===== src/ssir_pkg.sv =====
// Shared definitions for the set store core: request and status codes,
// the per-cell control bundle and the default capacity. No dependencies.
`timescale 1ns / 1ps

package ssir_pkg;

	localparam int DefCapacity = 64;

	localparam int ValueW  = 32;
	localparam int ReqW    = 2;
	localparam int StatusW = 3;
	localparam int OutCntW = 7;

	// Request codes carried in the request kind field.
	localparam logic [ReqW-1:0] REQ_CLEAR  = 2'd0;
	localparam logic [ReqW-1:0] REQ_INSERT = 2'd1;
	localparam logic [ReqW-1:0] REQ_REMOVE = 2'd2;

	// Result status codes.
	localparam logic [StatusW-1:0] ST_DONE      = 3'd0;
	localparam logic [StatusW-1:0] ST_PRESENT   = 3'd1;
	localparam logic [StatusW-1:0] ST_NOT_FOUND = 3'd2;
	localparam logic [StatusW-1:0] ST_EMPTY     = 3'd3;
	localparam logic [StatusW-1:0] ST_FULL      = 3'd4;

	// Commands broadcast to every cell of the chain in the execute cycle.
	typedef struct packed {
		logic ins_en;  // append the key at the slot equal to the count
		logic rem_en;  // cells at or past the hit take their upper neighbour
	} cell_ctrl_t;

endpackage


===== src/ssir_cell.sv =====
// One slot of the set store chain: holds a value, compares it with the key
// and takes the key or its upper neighbour's value on command. Uses ssir_pkg.
`timescale 1ns / 1ps

module ssir_cell #(
	parameter int Idx    = 0,
	parameter int CountW = 7
) (
	input  logic                            clk,
	input  ssir_pkg::cell_ctrl_t            ctrl,
	input  logic [ssir_pkg::ValueW-1:0]     key,
	input  logic [CountW-1:0]               count,
	input  logic                            hit_before,
	input  logic [ssir_pkg::ValueW-1:0]     next_data,
	output logic [ssir_pkg::ValueW-1:0]     data,
	output logic                            match
);

	logic [ssir_pkg::ValueW-1:0] data_q;
	logic                        occupied;
	logic                        at_tail;

	assign occupied = count > CountW'(Idx);
	assign at_tail  = count == CountW'(Idx);
	assign match    = occupied && (data_q == key);
	assign data     = data_q;

	always_ff @(posedge clk) begin
		if (ctrl.ins_en && at_tail) begin
			data_q <= key;
		end else if (ctrl.rem_en && hit_before) begin
			data_q <= next_data;
		end
	end

endmodule


===== src/ssir_prefix.sv =====
// Parallel prefix OR over the cell match lines: bit i is set when any cell
// at or below slot i holds the key. Log-depth tree, no package dependency.
`timescale 1ns / 1ps

module ssir_prefix #(
	parameter int N = 64
) (
	input  logic [N-1:0] hits,
	output logic [N-1:0] prefix
);

	localparam int Levels = (N > 1) ? $clog2(N) : 1;

	// Running result of the levels built so far, and the level being built.
	logic [N-1:0] acc;
	logic [N-1:0] nxt;

	// Each level ORs every bit with the bit a power of two below it, so after
	// the last level every bit covers all bits beneath it.
	always_comb begin
		acc = hits;
		nxt = hits;
		for (int l = 0; l < Levels; l++) begin
			nxt = acc;
			for (int i = 0; i < N; i++) begin
				if (i >= (1 << l)) begin
					nxt[i] = acc[i] | acc[i - (1 << l)];
				end
			end
			acc = nxt;
		end
	end

	assign prefix = acc;

endmodule


===== src/set_store_insert_remove_core.sv =====
// Top level of the set store core: request handshake, count register,
// chain of slot cells and result register. Uses ssir_pkg, ssir_cell, ssir_prefix.
`timescale 1ns / 1ps

// The core keeps a set of distinct 32-bit values packed in a chain of
// CAPACITY slot cells, with a count of the slots in use. Each request
// transfer (clear, insert or remove, selected by s_tuser) produces exactly
// one result transfer carrying a status, the count after the request and
// an empty flag. A request is first registered; then, in the execute cycle,
// every cell compares its value with the key at once, a prefix tree
// locates the hit and the whole chain is updated. Removal closes the gap
// in that same cycle, each cell at or above the hit taking its upper
// neighbour's value. No new request is taken while one is in execution;
// the result register lets the next request be taken in the very cycle
// the previous result is transferred. Slot contents are not cleared at
// reset; only slots below the count are ever compared.
module set_store_insert_remove_core #(
	parameter int CAPACITY = ssir_pkg::DefCapacity
) (
	input  logic        clk,
	input  logic        arst_n,
	// Request side.
	input  logic        s_tvalid,
	output logic        s_tready,
	input  logic [31:0] s_tdata,   // [31:0] value
	input  logic [1:0]  s_tuser,   // [1:0] req_type
	// Result side.
	output logic        m_tvalid,
	input  logic        m_tready,
	output logic [15:0] m_tdata    // [2:0] status, [9:3] member_count,
	                               // [10] set_is_empty, [15:11] zero
);

	localparam int CountW = $clog2(CAPACITY + 1);

	// Registered request, held for the execute cycle.
	logic                             busy_q;
	logic [ssir_pkg::ReqW-1:0]        req_q;
	logic [ssir_pkg::ValueW-1:0]      key_q;

	logic [CountW-1:0]                count_q;
	logic [CountW-1:0]                count_nx;
	logic [ssir_pkg::StatusW-1:0]     status_nx;

	logic                             m_tvalid_q;
	logic [15:0]                      m_tdata_q;

	ssir_pkg::cell_ctrl_t             ctrl;
	logic [CAPACITY-1:0]              hits;
	logic [CAPACITY-1:0]              hit_before;
	logic [ssir_pkg::ValueW-1:0]      slot_data [CAPACITY];
	logic                             found;
	logic                             full;
	logic                             accept;
	logic [CountW+ssir_pkg::OutCntW-1:0] count_ext;

	// A request is taken when nothing is in execution and the result
	// register is free by the time the execute cycle loads it.
	assign s_tready = !busy_q && (!m_tvalid_q || m_tready);
	assign accept   = s_tvalid && s_tready;

	always_ff @(posedge clk or negedge arst_n) begin
		if (!arst_n) begin
			busy_q <= 1'b0;
		end else begin
			busy_q <= accept;
		end
	end

	always_ff @(posedge clk) begin
		if (accept) begin
			req_q <= s_tuser;
			key_q <= s_tdata;
		end
	end

	// The chain of slot cells. The top cell has no upper neighbour and
	// simply keeps its own value when a removal shifts through it.
	for (genvar i = 0; i < CAPACITY; i++) begin : g_cell
		logic [ssir_pkg::ValueW-1:0] upper;
		if (i == CAPACITY - 1) begin : g_top
			assign upper = slot_data[i];
		end else begin : g_mid
			assign upper = slot_data[i+1];
		end
		ssir_cell #(
			.Idx    (i),
			.CountW (CountW)
		) u_cell (
			.clk        (clk),
			.ctrl       (ctrl),
			.key        (key_q),
			.count      (count_q),
			.hit_before (hit_before[i]),
			.next_data  (upper),
			.data       (slot_data[i]),
			.match      (hits[i])
		);
	end

	ssir_prefix #(
		.N (CAPACITY)
	) u_prefix (
		.hits   (hits),
		.prefix (hit_before)
	);

	// Values are distinct, so at most one cell matches; the last prefix bit
	// tells whether the key is present at all.
	assign found = hit_before[CAPACITY-1];
	assign full  = count_q == CountW'(CAPACITY);

	// Decision for the request in execution.
	always_comb begin
		count_nx    = count_q;
		status_nx   = ssir_pkg::ST_DONE;
		ctrl.ins_en = 1'b0;
		ctrl.rem_en = 1'b0;
		unique case (req_q)
			ssir_pkg::REQ_CLEAR: begin
				count_nx = '0;
			end
			ssir_pkg::REQ_INSERT: begin
				if (found) begin
					status_nx = ssir_pkg::ST_PRESENT;
				end else if (full) begin
					status_nx = ssir_pkg::ST_FULL;
				end else begin
					ctrl.ins_en = busy_q;
					count_nx    = count_q + CountW'(1);
				end
			end
			ssir_pkg::REQ_REMOVE: begin
				if (count_q == '0) begin
					status_nx = ssir_pkg::ST_EMPTY;
				end else if (!found) begin
					status_nx = ssir_pkg::ST_NOT_FOUND;
				end else begin
					ctrl.rem_en = busy_q;
					count_nx    = count_q - CountW'(1);
				end
			end
			default: begin
				// The unused request code leaves the set untouched.
			end
		endcase
	end

	always_ff @(posedge clk or negedge arst_n) begin
		if (!arst_n) begin
			count_q <= '0;
		end else if (busy_q) begin
			count_q <= count_nx;
		end
	end

	// The reported count is the low seven bits of the count.
	assign count_ext = {{ssir_pkg::OutCntW{1'b0}}, count_nx};

	always_ff @(posedge clk or negedge arst_n) begin
		if (!arst_n) begin
			m_tvalid_q <= 1'b0;
		end else if (busy_q) begin
			m_tvalid_q <= 1'b1;
		end else if (m_tready) begin
			m_tvalid_q <= 1'b0;
		end
	end

	always_ff @(posedge clk) begin
		if (busy_q) begin
			m_tdata_q <= {5'b0, (count_nx == '0), count_ext[ssir_pkg::OutCntW-1:0],
				status_nx};
		end
	end

	assign m_tvalid = m_tvalid_q;
	assign m_tdata  = m_tdata_q;

endmodule


===== config.mk =====
export PLATFORM = sky130hd
export DESIGN_NAME = set_store_insert_remove_core
export DESIGN_NICKNAME = d
export VERILOG_FILES = /design/src/ssir_pkg.sv /design/src/ssir_cell.sv /design/src/ssir_prefix.sv /design/src/set_store_insert_remove_core.sv
export SDC_FILE = /design/constraint.sdc
export NUM_CORES = 2
export LEC_CHECK = 0
export BUFFER_PORTS_ARGS = -buffer_cell sky130_fd_sc_hd__buf_2
export CAP_MARGIN = 30
export CORE_MARGIN = 5
export CORE_UTILIZATION = 65
export CTS_BUF_LIST = sky130_fd_sc_hd__clkbuf_8
export CTS_CLUSTER_DIAMETER = 50
export DETAILED_ROUTE_END_ITERATION = 10
export GPL_TIMING_DRIVEN = 1
export PLACE_DENSITY = 0.84
export SLEW_MARGIN = 5
export SYNTH_ARGS = -nofsm -noshare
export SYNTH_HDL_FRONTEND = slang
export SYNTH_SLANG_ARGS = --single-unit

===== constraint.sdc =====
create_clock -name clk -period 7.1 [get_ports clk]
set_clock_uncertainty 0.05 [all_clocks]
set_input_delay 0.71 -clock clk [delete_from_list [all_inputs] [get_ports clk]]
set_output_delay 0.71 -clock clk [all_outputs]
set_load 0.02 [all_outputs]

==> out/metrics.csv <==
metric,value,unit
status,"complete, no violations",
CTS root buf,clkbuf_8,
Core Footprint,0.176,mm2
clk buf depth,4,
most frequent cells in the layout,"2093 x edfxtp_1, 1803 x mux2_2, 1111 x xnor2_1, 938 x xor2_1, 370 x clkbuf_8",
Final setup viols,0,
# Max-Cap Violations,0,
Slew @ Worst Pin,1070,ps
number of buffers added on ports,50,
Post-synth EDFFs,2093,
Final GP Congestion,0.975,
largest net degree at the start of global routing,87,
CTS buffer count,359,
drt pass-1 iters,9,
vias in the first global route,72700,
clock sinks,2102,
Vias,72000,
FILL cells,11500,
later-pin clock latency in the skew report,1100,ps
1st-iter DRT viols,9625,
yosys warns,0,
Mapped Cells,8108,
Clock power frac,37.5,%
Netlist cell types,81,
Seq cells post-synth,2102,
Slew Limit Headroom,28.2,%
Util after Layout,71.0,%
Worst EP required,7760,ps
Detailed Route WL,335000,um
first-pass GRT wire length,489000,um
post-CTS setup buffers,0,
initial antenna violation count,13,
Resize count post-CTS,0,
"Top FF cell, synth",edfxtp_1,
CP startpoint kind,flip-flop,
Crit Path Max Fanout,33,
WS Path Type,reg -> reg,
worst path arrival time,7360,ps
Comb power frac,10.7,%
clock-pin slew on the worst setup and hold paths,60,ps
wire length per cell,31.0,um
row count,154,
Ports,56,
Worst Setup End Kind,flip-flop,
Final Hold Viols,0,
Setup TNS,0,ps
share of layout cells above drive strength 1,32.7,%
Area Growth Syn to Fin,8.62,%
Final ANT Viol Nets,0,
minimum clock period,6700,ps
fin nets,8280,
min-delay worst type,in -> reg,
Die H,431,um
hpwl dp,230000,um
Max Slew Vio Count,0,
asr flop ratio synth,0.428,%
"commonest non-fill, non-tap cell in the layout",edfxtp_1,
pwr dens,212,mW/mm2
"Seq/Total Area, Yosys",54.8,%
Sw Pwr,7110,uW
unrepaired setup endpoints after global routing,false,
DRC,0,
switch share,26.9,%
GRT Resource Usage Total,35.4,%
die width,431,um
"area leader, netlist",edfxtp_1,
VDD IR max,0.208,mV
die area,0.186,mm2
area of the mapped netlist,0.115,mm2
gr ovfl total,0,
final setup margin,403,ps
Initial Util,65.3,%
pre-CTS setup slack,659,ps
synth top area cells,"edfxtp_1 55%, mux2_2 18%, xnor2_1 8.5%, xor2_1 7.1%, mux2_1 1.8%",
Mapped Avg Cell Area,14.2,um2
period utilization,94.3,%
htree depth,5,
share of the synthesized area in the top cell type,54.6,%
Int Pwr,19300,uW
TritonCTS clock tree,built,
drt via density,6.65,
sequential share of power,51.8,%
Leakage,0.0417,uW
Max Freq,0.149,GHz
==> worst max-delay path, cell delays in order, from the launching register on <==
cell	delay (ps)
dfrtp_1	330
buf_4	380
ha_1	580
nand2_1	140
nor2_1	840
buf_4	330
o31ai_1	140
a31oi_1	330
o311ai_0	360
or4_1	670
nor4_4	340
and4_4	410
buf_12	250
buf_4	230
nand3_1	100
buf_4	280
o21ai_2	100
buf_4	400
==> registers in the layout, summed over array words and instances (netlist names) <==
register	flops
m_tdata	11
count_q	7
req_q	2
g_cell.u_cell.data	2048
m_tvalid	1
busy_q	1
key_q	32
==> worst paths after layout <==
kind,depth (start not counted),slack [ps],end,start
worst max-delay path,17,400,g_cell[6].u_cell.data[16]$_DFFE_PP_,count_q[0]$_DFFE_PN0P_
worst min-delay path,2,290,req_q[1]$_DFFE_PP_,s_tuser[1]
worst max register to register,17,400,g_cell[6].u_cell.data[16]$_DFFE_PP_,count_q[0]$_DFFE_PN0P_
worst min register to register,2,500,m_tvalid$_DFFE_PN0P_,m_tvalid$_DFFE_PN0P_
max in group asynchronous,4,5540,m_tvalid$_DFFE_PN0P_,arst_n
min in group asynchronous,3,610,count_q[4]$_DFFE_PN0P_,arst_n
==> Yosys cell counts, types with 9 or more instances <==
master         instances
nand2_1               56
buf_1                  9
mux2_2              1803
nor3_1                60
and2_1                10
edfxtp_1            2093
dfrtp_1                9
nor2b_1               14
buf_6                  9
nor2_1                74
mux2_4                29
dlygate4sd1_1         29
xor2_1               938
buf_4                120
buf_2                335
nand3_1               93
a21oi_1               33
nand4_1              317
a211oi_1              16
inv_1                 20
a31oi_1               10
or4_1                 14
nor4_1               279
nand2b_1              10
and3_1                15
mux2_1               188
clkbuf_1             199
xnor2_1             1111
o21ai_0               77
==> per-layer routing <==
layer  track usage, %  up-vias  part of all wire (%)
met5                0        -                 0.022
met4             19.8       10                   6.4
met3             7.89     1130                    10
met2             56.1     4397                    47
met1             45.6    36100                    37
li1                 -    30300                     -
==> logic make-up (layout without fill, tap and decap cells) <==
family          after synthesis  after routing  synth area share [%]
flops                      2102           2102                  54.8
xor+xnor                   2049           2049                  15.6
mux                        2021           2021                  19.9
simple gates               1003           1003                  5.20
buf+inv                     725           1097                  3.32
compound gates              200            200                  1.11
fa+ha+maj                     7              7                0.0761
other cells                   1             15               0.00326
==> what timing repair did <==
item,4_1_cts,5_1_grt
setup endpoints to repair,0,0
hold endpoints to repair,44,0
hold buffers,38,0
==> metrics by stage <==
step | cell area, um2 | power, uW | std cells | hold WS, ps
6_report | 125000 | 26400 | 10800 | 293
3_3_place_gp | 118000 | 16600 | 10200 | 436
2_1_floorplan | 115000 | 15500 | 8112 | 364
4_1_cts | 125000 | 26400 | 10800 | 221
5_1_grt | 125000 | 27100 | 10800 | 270
3_5_place_dp | 118000 | 16600 | 10200 | 461
==> power by group through the flow <==
stage	clock (uW)	sequential (uW)	combinational, uW
after global routing	10600	13700	2880
final	9920	13700	2830
after CTS	9960	13700	2720
after global placement	0	13900	2640
after floorplan	0	13800	1610
after detailed placement	0	13900	2690
==> final cells by class <==
| class | instances | area [um2] | share of cell area (%) |
|---|---|---|---|
| clock buffer | 370 | 5090 | 4.07 |
| multi-input combinational | 5285 | 48500 | 38.8 |
| tap | 2340 | 2930 | 2.34 |
| sequential | 2102 | 63100 | 50.5 |
| timing repair buffer | 467 | 4260 | 3.41 |
| inverter | 20 | 75.1 | 0.0601 |
| antenna | 10 | 25.0 | 0.0200 |
| clock inverter | 240 | 1060 | 0.847 |
(Power assumes the default switching activity.)
